File: src/sv/nss_pkg.sv
// Shared types, sizes and the sequencer microprogram for the substring search core.
// No dependencies; every other file but nss_ram imports this package.
`default_nettype none

package nss_pkg;

  localparam int MAX_LEN = 255;
  localparam int LEN_W   = $clog2(MAX_LEN + 1);
  localparam int ADDR_W  = $clog2(MAX_LEN);

  typedef struct packed {
    logic       func;
    logic [7:0] ch;
    logic       last;
  } in_t;

  typedef struct packed {
    logic [7:0] match_position;
    logic       overflow;
  } out_t;

  typedef enum logic [3:0] {
    ST_IDLE,
    ST_TRY,
    ST_TRY2,
    ST_CMP,
    ST_CHK,
    ST_RD,
    ST_ADV,
    ST_HIT,
    ST_MISS
  } step_t;

  typedef enum logic [2:0] {
    C_ALWAYS,
    C_GO,
    C_NOFIT,
    C_MZERO,
    C_NE,
    C_KLAST
  } cond_t;

  typedef struct packed {
    logic go;
    logic nofit;
    logic mzero;
    logic ne;
    logic klast;
  } cond_flags_t;

  typedef struct packed {
    logic  init;
    logic  s_inc;
    logic  k_inc;
    logic  k_clr;
    logic  rd_en;
    logic  emit;
    logic  hit;
    cond_t cond;
    step_t jump;
    step_t nxt;
  } ctrl_t;

  // Microprogram: one control word per step; jump taken when cond holds.
  function automatic ctrl_t ucode(step_t st);
    ctrl_t w;
    w = '{init: 1'b0, s_inc: 1'b0, k_inc: 1'b0, k_clr: 1'b0, rd_en: 1'b0,
          emit: 1'b0, hit: 1'b0, cond: C_ALWAYS, jump: ST_IDLE, nxt: ST_IDLE};
    case (st)
      ST_IDLE: begin
        w.init = 1'b1; w.cond = C_GO;    w.jump = ST_TRY;  w.nxt = ST_IDLE;
      end
      ST_TRY: begin
        w.cond = C_NOFIT; w.jump = ST_MISS; w.nxt = ST_TRY2;
      end
      ST_TRY2: begin
        w.rd_en = 1'b1; w.cond = C_MZERO; w.jump = ST_HIT; w.nxt = ST_CMP;
      end
      ST_CMP: begin
        w.cond = C_NE; w.jump = ST_ADV; w.nxt = ST_CHK;
      end
      ST_CHK: begin
        w.k_inc = 1'b1; w.cond = C_KLAST; w.jump = ST_HIT; w.nxt = ST_RD;
      end
      ST_RD: begin
        w.rd_en = 1'b1; w.cond = C_ALWAYS; w.jump = ST_CMP; w.nxt = ST_CMP;
      end
      ST_ADV: begin
        w.s_inc = 1'b1; w.k_clr = 1'b1; w.cond = C_ALWAYS; w.jump = ST_TRY; w.nxt = ST_TRY;
      end
      ST_HIT: begin
        w.emit = 1'b1; w.hit = 1'b1; w.cond = C_ALWAYS; w.jump = ST_IDLE; w.nxt = ST_IDLE;
      end
      ST_MISS: begin
        w.emit = 1'b1; w.cond = C_ALWAYS; w.jump = ST_IDLE; w.nxt = ST_IDLE;
      end
      default: begin
        w.cond = C_ALWAYS; w.jump = ST_IDLE; w.nxt = ST_IDLE;
      end
    endcase
    return w;
  endfunction

endpackage

`default_nettype wire

File: src/sv/nss_ram.sv
// Generic single-write, single-read RAM with registered read data.
// No dependencies.
`default_nettype none

module nss_ram #(
  parameter int WIDTH = 8,
  parameter int DEPTH = 256
) (
  input  logic                     clk,
  input  logic                     we,
  input  logic [$clog2(DEPTH)-1:0] waddr,
  input  logic [WIDTH-1:0]         wdata,
  input  logic                     re,
  input  logic [$clog2(DEPTH)-1:0] raddr,
  output logic [WIDTH-1:0]         rdata
);

  logic [WIDTH-1:0] mem [DEPTH];

  always_ff @(posedge clk) begin
    if (we) begin
      mem[waddr] <= wdata;
    end
    if (re) begin
      rdata <= mem[raddr];
    end
  end

endmodule

`default_nettype wire

File: src/sv/nss_seq.sv
// Microcoded sequencer: step register, control ROM lookup and condition select.
// Depends on nss_pkg.
`default_nettype none

module nss_seq (
  input  logic                clk,
  input  logic                rst,
  input  nss_pkg::cond_flags_t flags,
  output nss_pkg::ctrl_t      ctrl,
  output logic                busy
);
  import nss_pkg::*;

  step_t step;
  step_t step_next;
  logic  taken;

  always_ff @(posedge clk) begin
    if (rst) begin
      step <= ST_IDLE;
    end else begin
      step <= step_next;
    end
  end

  always_comb begin
    ctrl = ucode(step);
    case (ctrl.cond)
      C_ALWAYS: taken = 1'b1;
      C_GO:     taken = flags.go;
      C_NOFIT:  taken = flags.nofit;
      C_MZERO:  taken = flags.mzero;
      C_NE:     taken = flags.ne;
      C_KLAST:  taken = flags.klast;
      default:  taken = 1'b1;
    endcase
    step_next = taken ? ctrl.jump : ctrl.nxt;
    busy      = (step != ST_IDLE);
  end

endmodule

`default_nettype wire

File: src/sv/naive_substring_search_core.sv
// Top level of the brute-force substring search core: byte loading, stores, search datapath.
// Depends on nss_pkg, nss_ram and nss_seq.
//
//   channel  | dir | handshake                | payload
//   ---------+-----+--------------------------+-------------------------------
//   item     | in  | start & !busy            | func, ch, last (nss_pkg::in_t)
//   result   | out | done, one cycle, no hold | match_position, overflow (out_t)
//
// A pattern byte, or a text byte without last, is taken without a stall and busy stays low.
// A text byte with last starts the search: at each start position the sequencer checks
// that the pattern still fits, then compares it byte by byte and moves on at the first
// mismatch; a full match or an empty pattern is a hit, running out of start positions is
// a miss, and either gives the result. busy stalls the input throughout, and the sequencer
// walks one byte per compare through the single read port of each store.
// Reset (rst, synchronous) empties both lengths and the flags; store contents are kept.
// Results cannot be stalled: done marks the single cycle in which result is valid.
`default_nettype none

module naive_substring_search_core (
  input  logic           clk,
  input  logic           rst,
  input  logic           start,
  input  nss_pkg::in_t   item,
  output logic           busy,
  output logic           done,
  output nss_pkg::out_t  result
);
  import nss_pkg::*;

  // Load-side state.
  logic [LEN_W-1:0] text_length;
  logic [LEN_W-1:0] text_length_next;
  logic [LEN_W-1:0] pattern_length;
  logic [LEN_W-1:0] pattern_length_next;
  logic             pattern_complete;
  logic             pattern_complete_next;
  logic             dropped_flag;
  logic             dropped_flag_next;

  // Search counters: s = attempt start, k = offset within the pattern.
  logic [LEN_W-1:0] s;
  logic [LEN_W-1:0] s_next;
  logic [LEN_W-1:0] k;
  logic [LEN_W-1:0] k_next;

  logic             accept;
  logic [LEN_W-1:0] pidx;
  logic             t_we;
  logic             p_we;
  logic [LEN_W-1:0] tsum;
  logic [LEN_W:0]   fit_sum;
  logic [LEN_W:0]   k_plus;
  logic [7:0]       t_rdata;
  logic [7:0]       p_rdata;

  cond_flags_t flags;
  ctrl_t       ctrl;

  assign accept = start && !busy;
  // A fresh pattern after a completed one restarts at entry zero.
  assign pidx   = pattern_complete ? '0 : pattern_length;
  assign t_we   = accept && !item.func && (text_length < LEN_W'(MAX_LEN));
  assign p_we   = accept && item.func && (pidx < LEN_W'(MAX_LEN));
  assign tsum   = s + k;

  nss_ram #(.WIDTH(8), .DEPTH(MAX_LEN)) u_text_ram (
    .clk   (clk),
    .we    (t_we),
    .waddr (text_length[ADDR_W-1:0]),
    .wdata (item.ch),
    .re    (ctrl.rd_en),
    .raddr (tsum[ADDR_W-1:0]),
    .rdata (t_rdata)
  );

  nss_ram #(.WIDTH(8), .DEPTH(MAX_LEN)) u_pattern_ram (
    .clk   (clk),
    .we    (p_we),
    .waddr (pidx[ADDR_W-1:0]),
    .wdata (item.ch),
    .re    (ctrl.rd_en),
    .raddr (k[ADDR_W-1:0]),
    .rdata (p_rdata)
  );

  // Sequencer condition inputs.
  always_comb begin
    fit_sum     = {1'b0, s} + {1'b0, pattern_length};
    k_plus      = {1'b0, k} + {{LEN_W{1'b0}}, 1'b1};
    flags.go    = accept && !item.func && item.last;
    flags.nofit = fit_sum > {1'b0, text_length};
    flags.mzero = (pattern_length == '0);
    flags.ne    = (t_rdata != p_rdata);
    flags.klast = (k_plus == {1'b0, pattern_length});
  end

  nss_seq u_seq (
    .clk   (clk),
    .rst   (rst),
    .flags (flags),
    .ctrl  (ctrl),
    .busy  (busy)
  );

  always_comb begin
    text_length_next      = text_length;
    pattern_length_next   = pattern_length;
    pattern_complete_next = pattern_complete;
    dropped_flag_next     = dropped_flag;
    s_next                = s;
    k_next                = k;

    if (accept) begin
      if (item.func) begin
        pattern_length_next   = p_we ? pidx + 1'b1 : pidx;
        pattern_complete_next = item.last;
        if (!p_we) begin
          dropped_flag_next = 1'b1;
        end
      end else begin
        if (t_we) begin
          text_length_next = text_length + 1'b1;
        end else begin
          dropped_flag_next = 1'b1;
        end
      end
    end

    if (ctrl.init) begin
      s_next = '0;
      k_next = '0;
    end
    if (ctrl.s_inc) begin
      s_next = s + 1'b1;
    end
    if (ctrl.k_clr) begin
      k_next = '0;
    end
    if (ctrl.k_inc) begin
      k_next = k + 1'b1;
    end

    // Text store empties after each search; the pattern stays.
    if (ctrl.emit) begin
      text_length_next  = '0;
      dropped_flag_next = 1'b0;
    end
  end

  always_ff @(posedge clk) begin
    if (rst) begin
      text_length      <= '0;
      pattern_length   <= '0;
      pattern_complete <= 1'b0;
      dropped_flag     <= 1'b0;
      s                <= '0;
      k                <= '0;
    end else begin
      text_length      <= text_length_next;
      pattern_length   <= pattern_length_next;
      pattern_complete <= pattern_complete_next;
      dropped_flag     <= dropped_flag_next;
      s                <= s_next;
      k                <= k_next;
    end
  end

  // Position is s+1; s stays below the text length, so it fits in 8 bits.
  always_comb begin
    done                  = ctrl.emit;
    result.match_position = ctrl.hit ? 8'(s + 1'b1) : 8'd0;
    result.overflow       = dropped_flag;
  end

endmodule

`default_nettype wire

File: config.mk
export PLATFORM = sky130hd
export DESIGN_NAME = naive_substring_search_core
export DESIGN_NICKNAME = d
export VERILOG_FILES = /design/src/sv/nss_pkg.sv /design/src/sv/nss_ram.sv /design/src/sv/nss_seq.sv /design/src/sv/naive_substring_search_core.sv
export SDC_FILE = /design/constraint.sdc
export NUM_CORES = 2
export LEC_CHECK = 0
export BUFFER_PORTS_ARGS = -buffer_cell sky130_fd_sc_hd__buf_2
export CAP_MARGIN = 25
export CORE_ASPECT_RATIO = 1.1
export CORE_UTILIZATION = 55
export DETAILED_ROUTE_END_ITERATION = 7
export MAX_ROUTING_LAYER = met4
export PLACE_DENSITY = 0.7
export SYNTH_ARGS = -nofsm -noshare
export SYNTH_HDL_FRONTEND = slang
export SYNTH_HIERARCHICAL = 1
export SYNTH_SLANG_ARGS = --single-unit
export TNS_END_PERCENT = 30
File: constraint.sdc
create_clock -name clk -period 4.5 [get_ports clk]
set_input_delay 0.225 -clock clk [delete_from_list [all_inputs] [get_ports clk]]
set_output_delay 0.225 -clock clk [all_outputs]
set_load 0.02 [all_outputs]
# [Word-level counts from Yosys, hierarchy flattened]
# Memory sizes are Yosys's and may differ from the RTL's. A register that Yosys moved wholly into a read port is not among the register bits.
# Index checks and enable logic that the tools add are counted.
[totals] mem_bits_ro=0 word_cells=79 memories=2 ff_bits=38 latch_bits=0 ram_bits=4080
[memory_table] memory="u_pattern_ram.mem" words=255 width=8 read_ports=1 rd_clocked_by_memory_dff=1 write_ports=1 line_no="nss_ram.sv:18" rtl="logic [WIDTH-1:0] mem [DEPTH];"
[memory_table] memory="u_text_ram.mem" words=255 width=8 read_ports=1 rd_clocked_by_memory_dff=1 write_ports=1 line_no="nss_ram.sv:18"
[classes] n_div=0 shifts=0 n_reduce_logical=19 n_lt_le_gt_ge=3 bitwise=1 mux=23 n_addsub=7 n_eq_ne=17 multipliers=0
[op_table] op="11-bit one-hot mux with 7 select lines" count=1
[op_table] op="8-bit 2-to-1 mux" count=7
[op_table] op="8-bit by 1-bit adder with 8-bit output, second input constant" count=4
[op_table] op="4-bit by 3-bit == test with 1-bit output, second input constant" count=4
[op_table] op="8-bit < comparator, second input constant" count=2
[op_table] op="1-bit 2-to-1 mux" count=13
[op_table] op="8-bit by 1-bit adder with 9-bit output, second input constant" count=1
[op_table] op="8-bit by 8-bit adder with 9-bit output" count=1
[op_table] op="9-bit by 8-bit == test with 1-bit output" count=1
[op_table] op="9-bit by 8-bit > comparator with 1-bit output" count=1
[op_table] op="8-bit adder" count=1
[op_table] op="4-bit by 2-bit == test with 1-bit output, second input constant" count=2
[op_table] op="8-bit logical NOT" count=1
[op_table] op="8-bit != test" count=1
[op_table] op="3-bit by 2-bit == test with 1-bit output, second input constant" count=2
[op_table] op="3-bit == test, second input constant" count=2
[op_table] op="1-bit logical AND" count=6
[op_table] op="3-bit AND reduction" count=2
[op_table] op="2-bit OR reduction" count=3
[op_table] op="1-bit one-hot mux with 5 select lines" count=1
[op_table] op="4-bit by 1-bit == test with 1-bit output, second input constant" count=1
[op_table] op="4-bit == test, second input constant" count=1
[op_table] op="4-bit logical NOT" count=1
[op_table] op="4-bit 2-to-1 mux" count=1
[op_table] op="other kinds (8)" count=10

# [Longest topological paths before layout]
[logic_depth] ltp_word=7 mapped_depth=17 ltp_nobuf=17

# [Modules after synthesis]
# The synthesis kept the hierarchy.
[by_module_without_submodules] mod="nss_ram" area_each_um2=80566.0 cells_per_inst=3910 n_inst=2
[by_module_without_submodules] mod="naive_substring_search_core" area_each_um2=2944.1 cells_per_inst=376 n_inst=1
[by_module_without_submodules] mod="nss_seq" area_each_um2=424.2 cells_per_inst=61 n_inst=1

# [Worst setup path before layout]
# OpenSTA, ideal clock, no wires.
[synth_timing] kind="register to register" start="reg k[0]" end="reg u_text_ram.rdata[0] (read register of u_text_ram.mem), data pin" synth_period_minus_slack_ps=3598 path_stages_with_launch=16 slack_ps=902 arrival_time_ps=3334 cell_sequence="dfxtp_1 -> ha_1 -> inv_1 -> fa_1 -> nor2b_1 -> o21ai_0 -> a21boi_1 -> mux2i_1 -> nand2_1 -> buf_6 -> or2_2 -> dlygate4sd3_1 -> a2111oi_0 -> a211oi_1 -> o221ai_1 -> o32ai_1"
[synth_via] elab_chain_len=1
[synth_rtl] item="from (decl)" line_no="naive_substring_search_core.sv:43" rtl="logic [LEN_W-1:0] k;"
[synth_rtl] item="from (signal assigned)" line_no="naive_substring_search_core.sv:164" rtl="k <= k_next;"
[synth_rtl] item="8-bit adder" line_no="naive_substring_search_core.sv:64" rtl="assign tsum = s + k;"
[synth_rtl] item="net tsum[6]" line_no="naive_substring_search_core.sv:50" rtl="logic [LEN_W-1:0] tsum;"
[synth_rtl] item="to (decl)" line_no="nss_ram.sv:15" rtl="output logic [WIDTH-1:0] rdata"
# The timed path passes the listed nets, and every way through them passes these cells.
# A chain may end at the register's enable or synchronous reset.

# [Worst setup path after layout]
[layout_timing] start="reg s[1]" end="reg u_text_ram.rdata[2] (read register of u_text_ram.mem), data pin"
[layout_via] elab_chain_len=1
[layout_rtl] item="from (decl)" line_no="naive_substring_search_core.sv:41" rtl="logic [LEN_W-1:0] s;"
[layout_rtl] item="from (signal assigned)" line_no="naive_substring_search_core.sv:163" rtl="s <= s_next;"
[layout_rtl] item="8-bit adder" line_no="naive_substring_search_core.sv:64"
[layout_rtl] item="net tsum[2]" line_no="naive_substring_search_core.sv:50"
# The timed path passes the listed nets, and every way through them passes these cells.

==> impl_metrics.tcl <==
set metrics [dict create \
    clock_latency_ns 0.98 \
    clock_skew_ns 0.0926 \
    dieArea_um2 301000 \
    grt_max_degree 142 \
    port_buffers 23 \
    cts_max_path_buffers 4 \
    min_path_type "in2reg" \
    syn_to_final_growth_pct 11.5 \
    first_iter_violations 11400 \
    yosysWarnings 6 \
    fp.coreArea_um2 297000 \
    vias 86100 \
    final_antenna_net_count 0 \
    violations "DRC" \
    seqPwrFrac 0.543 \
    setup_viol 0 \
    ioPinCount 24 \
    leakage_nw 55.8 \
    holdPathEnd "dropped_flag" \
    drive_gt1_frac 0.210 \
    drt_first_pass_iters 8 \
    end_kind "flop" \
    start_util 0.553 \
    intPower_mw 62.0 \
    crit_type "reg2reg" \
    post-route-drc-count 2 \
    p_switching_mw 16.4 \
    maxSlewHeadroom 0.262 \
    cts_buffers 401 \
    routed_wl_um 433000 \
    drv_cap 0 \
    crit_path_start_kind "flop" \
    clockPowerShare 0.419 \
    overflow 0 \
    critPathMaxFanout 24 \
    ctsHtreeMaxLevel 5 \
    rsz0062_at_grt "false" \
    grt_use_total 0.297 \
    timing.rr.start "s[1]" \
    drt-wirelength-per-cell_um 33.6 \
    avgViaCountPerCell 6.68 \
    first_global_vias 85300 \
    hp-start "start" \
    gp_congestion 0.988 \
    n_fill_cell 20200 \
    crit_required_ns 5.18 \
    final_nets 8675 \
    num_rows 210 \
    arrival_ns 5.15 \
    r2r_end "u_text_ram/rdata[2]" \
    status "finished with violations" \
    layout_min_cycle_time_ns 4.47 \
    utilization 0.617 \
    antenna_found_initial 6 \
    die_width_um 523 \
    powerDensity_nw_per_um2 428 \
    synth_nets 8286 \
    switching_share 0.209 \
    seqCellArea_um2 124000 \
    drv_slew 0 \
    syn-instance-count 8244 \
    multiInputGateArea_um2 37000 \
    syn-cell-area_um2 164000 \
    tightest_slew_ns 1.10 \
    tns_ns 0 \
    cts_root_buffer "clkbuf_16" \
    dpl.hpwl_um 274000 \
    tritoncts "built" \
    combPwrFrac 0.038 \
    power_mw 78.4 \
    grt_first_pass_wirelength_um 620000 \
    peakVddDrop_uv 422 \
    max_freq_mhz 224 \
    hold_depth 5 \
    die_h_um 575 \
    syn_area_per_cell_um2 19.9 \
    cts_sinks 4134 \
    fin_crit_sh 0.992 \
    regToRegSetupSlack_ns 0.03 \
    reg2reg_depth 12 \
    hold_violations 0 \
    cts.clk_slew.worst_paths_ns 0.07 \
]
flip-flops by register name (all words and copies together), names as in the netlist:
signal               flops
text_length              8
u_pattern_ram/rdata      8
pattern_length           8
u_seq/step               4
u_text_ram/mem        2040
dropped_flag             1
k                        8
pattern_complete         1
s                        8
u_pattern_ram/mem     2040
u_text_ram/rdata         8
final cells by class:
cell class                      instances  share of cell area
Sequential cell                      4134               0.675
Multi-Input combinational cell       3570               0.202
Clock buffer                          495              0.0579
Tap cell                             3922              0.0268
Timing Repair Buffer                  489              0.0258
Clock inverter                        241              0.0120
Inverter                               37            0.000853
Antenna cell                            7           0.0000955
worst max path at each step:
stage	to	slack, ns	start
after floorplan	u_text_ram/rdata[0]	0.90	k[0]
after global placement	u_text_ram/rdata[2]	0.09	k[0]
after detailed placement	u_text_ram/rdata[2]	0.003	s[1]
after CTS	u_text_ram/rdata[2]	0.21	s[1]
after global routing	u_text_ram/rdata[1]	0.08	s[1]
final	u_text_ram/rdata[2]	0.03	s[1]
metal layers:
layer / track usage / share of wire / up-vias / routed length (µm)
met2: 0.465 / 0.48 / 5302 / 210000
met3: 0.0485 / 0.095 / 1126 / 41200
met4: 0.150 / 0.063 / 0 / 27400
met1: 0.380 / 0.36 / 44900 / 155000
li1: - / - / 34800 / -
met5: - / 0 / - / 0
power groups by stage:
stage               sequential (mW)  combinational [mW]  clock [mW]
floorplan                      43.3                1.73           0
global placement               43.4                2.90           0
detailed placement             43.4                2.98           0
CTS                            42.5                3.00        33.2
global route                   42.5                3.15        34.6
finish                         42.6                3.01        32.8
placed cells by master (no fill, tap or decap), drive strengths merged, types with 114 or more instances in the layout:
master and n:
edfxtp 4096, mux4 884, nor2 665, clkbuf 496
buf 472, mux2i 386, nand2 355, clkinv 175
a21oi 163, o221ai 121, nand3 120, o22ai 114
what timing repair did:
item | CTS | global route
endpoints found under the setup margin | 1 | 0
hold buffers | 16 | 0
setup buffers | 0 | 0
hold endpoints to repair | 703 | 0
resized for setup | 1 | 0
per-stage QoR:
stage	instance area [µm²]	cells	hold slack (ns)	worst slack, ns
finish	183000	12900	0.309	0.0341
floorplan	164000	8244	0.324	0.902
global route	183000	12900	0.305	0.0835
global placement	170000	12100	0.458	0.0894
detailed placement	170000	12100	0.473	0.00342
CTS	183000	12900	0.250	0.206
critical path: stages (launching register included):
cell and delay [ns]:
dfxtp_1 0.44, inv_1 0.14, fa_1 0.50, xnor2_2 0.20, buf_12 0.24, buf_4 0.39
nor2b_1 0.63, a21oi_1 0.17, a41o_1 0.30, or4_1 0.44, nor3_2 0.42, buf_4 0.21
o32ai_1 0.07
Power figures use the tool's default switching activity.
